===== src/rtl/tcw_pkg.sv =====
// Shared types, constants and defaults for the text console writer.
package tcw_pkg;

    localparam int DEF_COLUMNS     = 80;
    localparam int DEF_ROWS        = 25;
    localparam int DEF_QUEUE_DEPTH = 2;

    localparam int POS_OUT_W = 11;

    localparam logic [7:0] CH_NEWLINE = 8'h0A;
    localparam logic [7:0] CH_ERROR   = 8'h45;
    localparam logic [7:0] CH_SPACE   = 8'h20;
    localparam logic [7:0] CH_BLANK   = 8'h00;

    localparam logic [7:0] RESET_DEFAULT_ATTR = 8'd15;
    localparam logic [7:0] RESET_ERROR_ATTR   = 8'd244;

    localparam logic [1:0] REG_DEFAULT_ATTR  = 2'd0;
    localparam logic [1:0] REG_ERROR_ATTR    = 2'd1;
    localparam logic [1:0] REG_CURSOR_FOLLOW = 2'd2;

    typedef enum logic [1:0] {
        OP_PRINT,
        OP_BACKSPACE,
        OP_CLEAR,
        OP_READ
    } op_t;

    typedef enum logic [1:0] {
        ST_IDLE,
        ST_READ,
        ST_SCROLL,
        ST_FILL
    } back_state_t;

    typedef struct packed {
        op_t        op;
        logic [7:0] char_code;
        logic [7:0] attribute;
        logic       use_position;
        logic [6:0] column;
        logic [4:0] line;
        logic       bad;
        logic       newline;
    } cmd_t;

    typedef struct packed {
        logic [7:0] default_attribute;
        logic [7:0] error_attribute;
        logic       cursor_follow;
    } cfg_t;

    // Packed so that next_position sits in the low bits.
    typedef struct packed {
        logic [7:0]           cell_attribute;
        logic [7:0]           cell_char;
        logic                 scrolled;
        logic                 error;
        logic [POS_OUT_W-1:0] cursor_now;
        logic [POS_OUT_W-1:0] next_position;
    } res_t;

endpackage


===== src/rtl/tcw_queue.sv =====
// Short command queue between the front end and the back end.
module tcw_queue
    import tcw_pkg::*;
#(
    parameter int DEPTH = DEF_QUEUE_DEPTH
)
(
    input  logic clk,
    input  logic rst_n,
    input  logic push,
    input  cmd_t push_data,
    output logic full,
    input  logic pop,
    output logic pop_valid,
    output cmd_t pop_data
);

    localparam int PW = $clog2(DEPTH);
    localparam int NW = $clog2(DEPTH + 1);

    cmd_t          entry_reg [DEPTH];
    logic [PW-1:0] wr_ptr_reg, wr_ptr_next;
    logic [PW-1:0] rd_ptr_reg, rd_ptr_next;
    logic [NW-1:0] count_reg, count_next;

    assign full      = (count_reg == NW'(DEPTH));
    assign pop_valid = (count_reg != '0);
    assign pop_data  = entry_reg[rd_ptr_reg];

    always_comb
    begin
        wr_ptr_next = wr_ptr_reg;
        rd_ptr_next = rd_ptr_reg;
        count_next  = count_reg;
        if (push)
        begin
            wr_ptr_next = (wr_ptr_reg == PW'(DEPTH - 1)) ? '0 : wr_ptr_reg + PW'(1);
        end
        if (pop)
        begin
            rd_ptr_next = (rd_ptr_reg == PW'(DEPTH - 1)) ? '0 : rd_ptr_reg + PW'(1);
        end
        if (push && !pop)
        begin
            count_next = count_reg + NW'(1);
        end
        else if (pop && !push)
        begin
            count_next = count_reg - NW'(1);
        end
    end

    always_ff @(posedge clk or negedge rst_n)
    begin
        if (!rst_n)
        begin
            wr_ptr_reg <= '0;
            rd_ptr_reg <= '0;
            count_reg  <= '0;
        end
        else
        begin
            wr_ptr_reg <= wr_ptr_next;
            rd_ptr_reg <= rd_ptr_next;
            count_reg  <= count_next;
        end
    end

    always_ff @(posedge clk)
    begin
        if (push)
        begin
            entry_reg[wr_ptr_reg] <= push_data;
        end
    end

endmodule


===== config.mk =====
export PLATFORM = sky130hd
export DESIGN_NAME = tcw_queue
export DESIGN_NICKNAME = d
export VERILOG_FILES = /design/src/rtl/tcw_pkg.sv /design/src/rtl/tcw_queue.sv
export SDC_FILE = /design/constraint.sdc
export NUM_CORES = 1
export LEC_CHECK = 0
export BUFFER_PORTS_ARGS = -buffer_cell sky130_fd_sc_hd__buf_2
export CAP_MARGIN = 10
export CORE_MARGIN = 5
export CORE_UTILIZATION = 52
export CTS_CLUSTER_DIAMETER = 120
export DETAILED_ROUTE_END_ITERATION = 6
export HOLD_SLACK_MARGIN = 0.05
export PLACE_DENSITY = 0.79
export RECOVER_POWER = 50
export SETUP_SLACK_MARGIN = 0.3
export SLEW_MARGIN = 20
export SYNTH_ARGS = -nofsm -noshare
export SYNTH_HDL_FRONTEND = slang
export SYNTH_SLANG_ARGS = --single-unit
export TNS_END_PERCENT = 10

===== constraint.sdc =====
create_clock -name clk -period 3.3 [get_ports clk]
set_clock_uncertainty 0.1 [all_clocks]
set_input_delay 0 -clock clk [delete_from_list [all_inputs] [get_ports clk]]
set_output_delay 0 -clock clk [all_outputs]
set_load 0.01 [all_outputs]

# Word-level counts from Yosys, hierarchy flattened
# Memories as Yosys holds them, arrays and structs flattened.
# Index checks and enable logic that the tools add are counted.
# word_totals
register_bits	4
mem_bits_rw	66
inputBits	37
word_cells	21
mem_count	1
# op_classes
addsub	4
n_eq_ne	1
muxes	6
reduce_logical	6
# mem_list
name	words	width	read_ports	rd_clocked_by_memory_dff	wr	line_no	source
entry_reg	2	33	1	0	1	tcw_queue.sv:21	cmd_t entry_reg [DEPTH];
# op_table
operator	n
$mux 1	4
$mux 2	2
$reduce_bool 2->1	2
$add 1x1->1 const B	2
$add 2x1->2 const B	1
$eq 2x2->1 const B	1
$logic_and 1x1->1	2
$logic_not 1->1	2
$sub 2x1->2 const B	1

# Longest topological paths before layout
# Gate-level depths: netlist of run 1.
# depth
depth_word	4
mapped_depth	5
ltp_nobuf	5

# Worst setup path before layout of run 1
# OpenSTA, ideal clock, no wires.
# synth_path
path_kind	register -> register
startpoint	reg wr_ptr_reg
endpoint	mem entry_reg[0][0] in the netlist's numbering, enable pin
setup_ns	0.427
t_arrival_ns	1.886
path_slack_ns	0.887
path_stages_with_launch	2
n_path_buf	0
period_less_slack_ns	2.413
path_cell_list	dfrtp_1 > nor2b_1
# synth_rtl
element	line_no	source
start, declared	tcw_queue.sv:22	logic [PW-1:0] wr_ptr_reg, wr_ptr_next;
start signal, assigned	tcw_queue.sv:63	wr_ptr_reg <= wr_ptr_next;
end, declared	tcw_queue.sv:21	
# No word-level cell before the write port.

==> impl_metrics.py, run 1 <==
metrics = {
    "logic_synthesis": {
        "synth_nets": 157,
        "postSynthAreaPerCell_sq_um": 22.9,
        "ys_seq_elements": 70,
        "synthesis.area_sq_mm": 0.00272,
        "synth_cell_types": 14,
        "yosysTopAreaCellShare_pct": 72.8,
        "synthTopCellsByArea": "edfxtp_1 (73%), mux2_4 (16%), dfrtp_1 (3.7%), buf_12 (2.2%), mux2_2 (1.7%)",
        "yosysTopAreaCell": "edfxtp_1",
        "ys_seq_area_share_pct": 76.5,
        "syn_inst": 119,
        "yosys_warnings": 0,
    },
    "final_layout": {
        "finalNonFillerCells": 311,
        "final_cell_mix": "edfxtp_1 (66), buf_2 (43), dlygate4sd3_1 (37), clkbuf_1 (34), mux2_4 (29)",
        "drive_gt1_share_pct": 37.8,
        "num_antenna_cells": 0,
        "final_nets": 274,
        "fillCellCount": 352,
        "final_common_cell": "edfxtp_1",
        "largest_reg_flops": 66,
        "finalInstanceArea_sq_mm": 0.00362,
        "area_growth_pct": 32.9,
    },
    "detailed_routing": {
        "drt_pass1_iterations": 4,
        "drtAntennaViolNets": 0,
        "totalWireLength_microns": 4930,
        "vias": 1452,
        "drc": 0,
        "viasPerCell": 4.67,
        "drt_iter0_markers": 55,
        "wire_per_inst_microns": 15.9,
    },
    "worst_setup_path": {
        "cp_max_fo": 34,
        "start_kind": "flop",
        "cp-end-kind": "output port",
        "cp.required_ps": 3200,
        "critPathKind": "reg2out",
        "arrival_ps": 1950,
    },
    "global_routing": {
        "gr-usage-met1_pct": 16.8,
        "grt_pass1_wl_microns": 7470,
        "grt_overflow": 0,
        "gr-max-usage-layer": "met2",
        "antenna_found_initial": 0,
        "grt_max_degree": 35,
        "use_met3_pct": 4.23,
        "use_met2_pct": 27.6,
        "grt_pass1_vias": 1539,
        "grt_usage_pct": 15.7,
    },
    "clocking": {
        "h-tree-depth": 3,
        "clockBufferDepth": 2,
        "clock_sinks": 70,
        "postCtsSetupBuffers": 0,
        "insertion_delay_ps": 320,
        "cts_resized": 0,
        "clk_pin_slew_ps": 70,
        "cts_root_buffer": "clkbuf_8",
        "cts_tree": "yes",
        "cts_made_buffers": 9,
        "cts_hold_buf": 37,
    },
    "die": {
        "pin_count": 72,
        "die_x_microns": 82.4,
        "fp.dieArea_sq_mm": 0.00678,
        "die_y_microns": 82.4,
        "coreArea_sq_mm": 0.00511,
        "initial_core_util_pct": 53.3,
        "rows": 26,
    },
    "sta": {
        "finalCritPeriodShare_pct": 62.2,
        "slew_headroom_pct": 30.2,
        "hold_viol_final": 0,
        "finalSetupViolCount": 0,
        "period_needed_ps": 2050,
        "tightest_slew_ps": 1050,
        "max_freq_mhz": 487,
        "tns_ps": 0,
        "rsz0062_at_grt": "false",
        "finalMaxSlewViolations": 0,
    },
    "power": {
        "cellPowerDensity_mw_per_mm2": 762,
        "fin_total_pwr_mw": 2.76,
        "peakVddDrop_mv": 0.569,
        "total_leakage_power_nw": 1.41,
    },
    "placed_design": {
        "port_buffers": 71,
        "dp_hpwl_microns": 3200,
        "globalplace.congestion": 0.709,
        "placed_area_sq_mm": 0.00312,
        "dp_cells": 258,
    },
    "run": {
        "max_cap_violations": 0,
    },
    "min_path": {
        "hold_path.class": "in2reg",
    },
    "status": {
        "status": "finished, final reports clean",
    },
}
==> critical path, cell delays in order (launching register included) <==
cell and delay, ps:
dfrtp_2 1060, mux2_2 420, buf_2 140
==> routing by layer <==
layer,vias up,wire (microns)
met2,46,2680
met4,0,99
met5,-,0
met3,11,293
met1,701,1860
li1,694,-
==> path summary, 6_finish.rpt <==
check,from,endpoint,slack (ps),cells past startpoint
worst max-delay path,rd_ptr_reg,pop_data[13],1250,2
worst min-delay path,push_data[5],entry_reg[1][5],290,2
worst max register to register,wr_ptr_reg,entry_reg[1][30],1500,2
worst min register to register,count_reg[1],count_reg[1],390,1
max in group asynchronous,rst_n,rd_ptr_reg,2440,3
min in group asynchronous,rst_n,count_reg[1],470,3
==> cell usage after synthesis, drive strengths merged <==
| cell | instances |
|---|---|
| buf | 4 |
| xor2 | 4 |
| mux2 | 33 |
| ha | 1 |
| and2 | 1 |
| xnor2 | 1 |
| dfrtp | 4 |
| nor2 | 1 |
| edfxtp | 66 |
| inv | 1 |
| nor2b | 2 |
| or2 | 1 |
==> logic make-up (layout without fill, tap and decap cells) <==
logic type	Yosys count	after routing	share of synthesized area [%]
and+or+nand+nor	5	5	1.06
adders and majority gates	1	1	0.459
DFF	70	70	76.5
xor gates and xnor gates	5	5	1.61
muxes	33	33	17.6
buffers and inverters	5	127	2.76
==> power breakdown <==
group / switching, mW / total, mW / internal [mW]
registers: 0.172 / 1.36 / 1.19
clock network: 0.278 / 0.593 / 0.314
logic: 0.329 / 0.805 / 0.476
total: 0.780 / 2.76 / 1.98
==> metrics by stage <==
step / setup WS [ps] / utilization [%] / hold slack [ps]
after floorplan: 887 / - / -396
after global placement: 1630 / 61.0 / -296
after global routing: 1160 / 70.8 / 292
after CTS: 1220 / 71.7 / 272
final: 1250 / 70.8 / 294
after detailed placement: 1580 / 61.0 / -290
==> area by class of cell <==
type | instances | area (sq um) | share of cell area, %
Multi-Input combinational cell | 44 | 573 | 15.8
Tap cell | 70 | 87.6 | 2.42
Clock buffer | 15 | 166 | 4.60
Timing Repair Buffer | 110 | 698 | 19.3
Clock inverter | 1 | 5.00 | 0.138
Sequential cell | 70 | 2080 | 57.6
Inverter | 1 | 3.75 | 0.104
(Power assumes the default switching activity.)
==> run 2, diff against run 1 <==
--- a/config.mk
+++ b/config.mk
@@ -8,11 +8,11 @@
 export BUFFER_PORTS_ARGS = -buffer_cell sky130_fd_sc_hd__buf_2
 export CAP_MARGIN = 10
 export CORE_MARGIN = 5
-export CORE_UTILIZATION = 52
+export CORE_UTILIZATION = 47
 export CTS_CLUSTER_DIAMETER = 120
 export DETAILED_ROUTE_END_ITERATION = 6
 export HOLD_SLACK_MARGIN = 0.05
-export PLACE_DENSITY = 0.79
+export PLACE_DENSITY = 0.75
 export RECOVER_POWER = 50
 export SETUP_SLACK_MARGIN = 0.3
 export SLEW_MARGIN = 20
==> constraint.sdc (replaced) <==
create_clock -name clk -period 1.79 [get_ports clk]
set_clock_uncertainty 0.1 [all_clocks]
set_input_delay 0 -clock clk [delete_from_list [all_inputs] [get_ports clk]]
set_output_delay 0 -clock clk [all_outputs]
set_load 0.01 [all_outputs]
==> impl_metrics.py, run 2 (same netlist as run 1, synthesis figures left out) <==
metrics = {
    "global_routing": {
        "grt_overflow": 0,
        "antenna_found_initial": 0,
        "grt_pass1_vias": 1622,
        "grt_usage_pct": 14.2,
        "grt_pass1_wl_microns": 7720,
        "grt_max_degree": 18,
    },
    "worst_setup_path": {
        "reg2regPathDepth": 2,
        "start_kind": "flop",
        "cp_max_fo": 6,
        "reg2reg_to": "entry_reg[0][21]",
        "slowest_stage": "dfrtp_1",
        "r2r_setup_slack_ps": 360,
        "r2r_start": "wr_ptr_reg",
        "cp.required_ps": 1690,
        "cp-end-kind": "output port",
        "cp_slowest_stage_delay_ps": 510,
        "cp_cell_sequence": "buf_6, mux2_2, buf_2",
        "critPathKind": "reg2out",
        "arrival_ps": 1500,
    },
    "run": {
        "max_cap_violations": 0,
    },
    "min_path": {
        "hold_depth": 2,
        "min_from": "push_data[11]",
        "hold_path.class": "in2reg",
        "holdPathEnd": "entry_reg[0][11]",
    },
    "sta": {
        "hold_viol_final": 0,
        "finalMaxSlewViolations": 0,
        "rsz0062_at_grt": "true",
        "whs_ps": 295,
        "period_needed_ps": 1600,
        "max_freq_mhz": 624,
        "finalCritPeriodShare_pct": 89.6,
        "tns_ps": 0,
        "slew_headroom_pct": 70.8,
        "tightest_slew_ps": 437,
        "finalSetupViolCount": 0,
    },
    "clocking": {
        "h-tree-depth": 3,
        "cts_made_buffers": 9,
        "cts_root_buffer": "clkbuf_8",
        "insertion_delay_ps": 320,
        "clk_pin_slew_ps": 70,
        "clockBufferDepth": 2,
        "cts_tree": "yes",
        "clock_sinks": 70,
    },
    "die": {
        "pin_count": 72,
        "die_x_microns": 86.1,
        "fp.dieArea_sq_mm": 0.00741,
        "coreArea_sq_mm": 0.00557,
        "initial_core_util_pct": 48.8,
        "die_y_microns": 86.1,
        "rows": 27,
    },
    "final_layout": {
        "multiInputGateArea_sq_um": 567,
        "fillCellCount": 406,
        "largest_reg_flops": 66,
        "final_common_cell": "edfxtp_1",
        "final_nets": 281,
        "area_growth_pct": 36.4,
        "num_antenna_cells": 0,
        "final_cell_mix": "edfxtp_1 (66), buf_2 (46), dlygate4sd3_1 (37), mux2_4 (29), clkbuf_1 (25)",
        "drive_gt1_share_pct": 42.7,
        "fin_util_pct": 66.6,
        "final-seq-area_sq_mm": 0.00208,
    },
    "power": {
        "cellPowerDensity_mw_per_mm2": 1420,
        "peakVddDrop_mv": 0.800,
        "fin_total_pwr_mw": 5.29,
        "total_leakage_power_nw": 1.48,
    },
    "detailed_routing": {
        "drt_iter0_markers": 46,
        "totalWireLength_microns": 4890,
        "drc": 0,
        "wire_per_inst_microns": 15.3,
        "viasPerCell": 4.53,
        "drtAntennaViolNets": 0,
        "vias": 1451,
        "drt_pass1_iterations": 4,
    },
    "placed_design": {
        "port_buffers": 71,
        "dp_hpwl_microns": 3150,
        "globalplace.congestion": 0.703,
    },
    "status": {
        "status": "finished, final reports clean",
    },
}
-- run 2: changes by cell type in the layout (fill, tap and decap cells not counted), moves of 2 or more --
cell        previous run  this run
buf_2                 43        46
buf_6                  0         3
buf_4                  0         4
clkinvlp_4             0         2
clkinv_2               1         4
clkbuf_1              34        25
clkbuf_8              11         9
-- run 2: layout make-up --
cell class,instances,area share (%)
Clock inverter,7,1.75
Timing Repair Buffer,117,21.1
Tap cell,72,2.43
Sequential cell,70,56.0
Clock buffer,9,3.33
Multi-Input combinational cell,44,15.3
Inverter,1,0.101
-- run 2: stage by stage --
| step | setup slack [ps] | instance area [sq um] | instances |
|---|---|---|---|
| after floorplan | 53.8 | 2730 | 119 |
| after global placement | 299 | 3160 | 264 |
| after detailed placement | 268 | 3160 | 264 |
| after CTS | 186 | 3760 | 320 |
| after global routing | 102 | 3710 | 320 |
| final | 187 | 3710 | 320 |
-- run 2: what timing repair did --
action,4_1_cts,5_1_grt
setup buffers,3,0
endpoints found under the hold margin,73,0
hold buffers,37,0
resized for setup,4,0
endpoints found under the setup margin,33,33
-- run 2: worst max-delay path, delay by kind of cell, from the launching register on --
| family | cells | cell delay, ps |
|---|---|---|
| multiplexers | 1 | 330 |
| flip-flops | 1 | 510 |
| buffers and inverters | 2 | 330 |
-- run 2: report_power, final --
group / leakage (nW) / switching, mW / internal [mW] / total, mW
sequential: 0.666 / 0.132 / 2.18 / 2.31
combinational: 0.716 / 0.809 / 0.990 / 1.80
clock: 0.0948 / 0.550 / 0.632 / 1.18
-- run 2: routing by layer --
layer	track usage (%)	wire length, microns	up-vias	share of wire, %
li1	-	-	704	-
met1	14.7	1840	697	38
met2	26.1	2680	44	55
met3	6.15	321	6	6.6
met4	3.45	48	0	0.98
met5	0	0	-	0
-- run 2: worst max path at each step --
stage | slack [ps] | start | cells past startpoint | end
finish | 190 | rd_ptr_reg | 3 | pop_data[13]
CTS | 190 | rd_ptr_reg | 3 | pop_data[3]
global route | 100 | rd_ptr_reg | 3 | pop_data[5]
global placement | 300 | rd_ptr_reg | 3 | pop_data[23]
detailed placement | 270 | rd_ptr_reg | 3 | pop_data[29]
floorplan | 50 | wr_ptr_reg | 1 | entry_reg[1][0]
==> run 3, diff against run 2 <==
--- a/config.mk
+++ b/config.mk
@@ -5,14 +5,17 @@
 export SDC_FILE = /design/constraint.sdc
 export NUM_CORES = 1
 export LEC_CHECK = 0
+export ABC_AREA = 1
 export BUFFER_PORTS_ARGS = -buffer_cell sky130_fd_sc_hd__buf_2
 export CAP_MARGIN = 10
+export CELL_PAD_IN_SITES_DETAIL_PLACEMENT = 1
+export CELL_PAD_IN_SITES_GLOBAL_PLACEMENT = 2
 export CORE_MARGIN = 5
-export CORE_UTILIZATION = 47
+export CORE_UTILIZATION = 34
 export CTS_CLUSTER_DIAMETER = 120
 export DETAILED_ROUTE_END_ITERATION = 6
 export HOLD_SLACK_MARGIN = 0.05
-export PLACE_DENSITY = 0.75
+export PLACE_DENSITY_LB_ADDON = 0.1
 export RECOVER_POWER = 50
 export SETUP_SLACK_MARGIN = 0.3
 export SLEW_MARGIN = 20
==> impl_metrics.py, run 3 <==
metrics = {
    "power": {
        "total_leakage_power_nw": 1.46,
        "cellPowerDensity_mw_per_mm2": 1380,
        "peakVddDrop_mv": 0.512,
    },
    "logic_synthesis": {
        "synth_cell_types": 14,
        "synth_edf_count": 66,
        "postSynthAreaPerCell_sq_um": 21.4,
        "syn_inst": 128,
        "synthesis.area_sq_mm": 0.00274,
        "async_flop_share_pct": 5.71,
        "synth_common_cells": "edfxtp_1 (66), mux2_4 (29), inv_1 (7)",
        "ys_seq_area_share_pct": 76.0,
        "synth_most_common_cell": "edfxtp_1",
        "yosysTopAreaCellShare_pct": 72.3,
        "synthTopCellsByArea": "edfxtp_1 (72%), mux2_4 (16%), dfrtp_1 (3.7%), buf_12 (2.2%), mux2_2 (1.6%)",
        "yosysTopAreaCell": "edfxtp_1",
        "ys.flop_type": "edfxtp_1",
        "yosys_warnings": 0,
        "synth_nets": 166,
        "ys_seq_elements": 70,
    },
    "sta": {
        "period_needed_ps": 1550,
        "tns_ps": 0,
        "finalMaxSlewViolations": 0,
        "rsz0062_at_grt": "true",
        "hold_viol_final": 0,
        "finalSetupViolCount": 0,
        "tightest_slew_ps": 610,
        "slew_headroom_pct": 59.4,
        "max_freq_mhz": 647,
        "finalCritPeriodShare_pct": 86.4,
    },
    "clocking": {
        "cts_tree": "yes",
        "insertion_delay_ps": 320,
        "clk_pin_slew_ps": 70,
        "cts_made_buffers": 9,
        "clock_sinks": 70,
        "cts_root_buffer": "clkbuf_8",
        "clockBufferDepth": 2,
        "h-tree-depth": 3,
    },
    "worst_setup_path": {
        "reg2regPathDepth": 2,
        "cp-end-kind": "flop",
        "critPathKind": "in2reg",
        "slowest_stage": "dlygate4sd3_1",
        "path_common_cell": "clkbuf_1",
        "critPathBufInv": 4,
        "reg2reg_to": "entry_reg[0][15]",
        "cp_cell_sequence": "dlygate4sd3_1, clkbuf_1, inv_1, nor2_1, clkbuf_1",
        "r2r_start": "wr_ptr_reg",
        "arrival_ps": 1410,
        "start_kind": "primary input",
        "cp.required_ps": 1650,
        "cp_slowest_stage_delay_ps": 520,
        "cp_max_fo": 10,
        "cp_top_family": "buffers and inverters",
        "r2r_setup_slack_ps": 290,
    },
    "die": {
        "fp.dieArea_sq_mm": 0.00996,
        "die_y_microns": 99.8,
        "rows": 32,
        "initial_core_util_pct": 35.1,
        "die_x_microns": 99.8,
        "pin_count": 72,
        "coreArea_sq_mm": 0.00781,
    },
    "global_routing": {
        "grt_pass1_vias": 1772,
        "grt_max_degree": 24,
        "grt_overflow": 0,
        "antenna_found_initial": 0,
        "grt_usage_pct": 11.2,
        "grt_pass1_wl_microns": 8340,
    },
    "final_layout": {
        "num_antenna_cells": 0,
        "final_cell_mix": "edfxtp_1 (66), buf_2 (42), dlygate4sd3_1 (37), clkbuf_1 (33), mux2_4 (29)",
        "fillCellCount": 789,
        "finalInstanceArea_sq_mm": 0.00370,
        "final_nets": 287,
        "area_growth_pct": 35.1,
        "fin_util_pct": 47.4,
        "largest_reg_flops": 66,
        "drive_gt1_share_pct": 36.6,
        "final_common_cell": "edfxtp_1",
        "finalNonFillerCells": 356,
    },
    "status": {
        "status": "finished, final reports clean",
    },
    "min_path": {
        "holdPathEnd": "entry_reg[0][29]",
        "hold_depth": 2,
        "min_from": "push_data[29]",
        "hold_path.class": "in2reg",
    },
    "detailed_routing": {
        "vias": 1500,
        "drt_iter0_markers": 41,
        "drt_pass1_iterations": 4,
        "drc": 0,
        "totalWireLength_microns": 5330,
        "drtAntennaViolNets": 0,
        "viasPerCell": 4.21,
        "wire_per_inst_microns": 15.0,
    },
    "placed_design": {
        "dp_hpwl_microns": 3590,
        "dp_cells": 303,
        "globalplace.congestion": 0.670,
        "port_buffers": 71,
        "placed_area_sq_mm": 0.00321,
    },
    "run": {
        "max_cap_violations": 0,
    },
}
run 3: cell count changes after synthesis, moves of 2 or more:
cell	before	now
inv_1	1	7
nand2_1	0	6
nor2b_1	2	0
xor2_1	4	2
run 3: cells by family (layout without fill, tap and decap cells):
logic type / Yosys count / after routing / share of synthesized area [%]
buffers and inverters: 11 / 137 / 3.56
muxes: 33 / 33 / 17.5
xor gates and xnor gates: 3 / 3 / 0.959
DFF: 70 / 70 / 76.0
and+or+nand+nor: 10 / 10 / 1.51
adders and majority gates: 1 / 1 / 0.457
run 3: worst register-to-register path, cell delays in order, from the launching register on:
cell and delay (ps):
dfrtp_1 400, nor2_1 150, clkbuf_1 490
run 3: through the flow:
stage / hold slack (ps) / setup WS (ps) / power [mW]
finish: 288 / 243 / 5.10
global placement: -288 / 498 / 4.02
CTS: 274 / 235 / 5.23
global route: 292 / 124 / 5.38
floorplan: -396 / 186 / 3.59
detailed placement: -288 / 468 / 4.07
run 3: layout make-up:
cell class	count	area, sq um	share of cell area [%]
inverter	7	26.3	0.710
multi-input combinational	47	561	15.1
sequential	70	2080	56.3
timing repair buffer	114	747	20.2
clock buffer	11	131	3.55
tap	102	128	3.45
clock inverter	5	26.3	0.710
run 3: what timing repair did:
action,CTS,global route
cloned,0,0
endpoints found under the hold margin,73,0
gates resized for setup,5,0
setup buffers,0,0
hold buffers,37,0
setup endpoints to repair,33,33
run 3: worst max-delay path by stage:
stage | from | endpoint | slack (ps) | cells past startpoint
detailed placement | wr_ptr_reg | entry_reg[1][29] | 470 | 3
floorplan | wr_ptr_reg | entry_reg[1][0] | 190 | 2
finish | push | entry_reg[0][15] | 240 | 5
CTS | rd_ptr_reg | pop_data[18] | 230 | 3
global route | push | entry_reg[0][0] | 120 | 5
global placement | rd_ptr_reg | pop_data[12] | 500 | 3
run 3: power by group:
part	total (mW)	internal, mW	switching [mW]
clock network	1.03	0.491	0.538
registers	2.30	2.18	0.113
logic	1.77	0.925	0.848
run 3: layer usage:
metal / vias to the layer above / track usage (%) / wire [microns]
met2: 40 / 20.5 / 2930
li1: 727 / - / -
met3: 4 / 3.54 / 278
met5: - / 0 / 0
met4: 0 / 4.73 / 44
met1: 729 / 11.9 / 2080
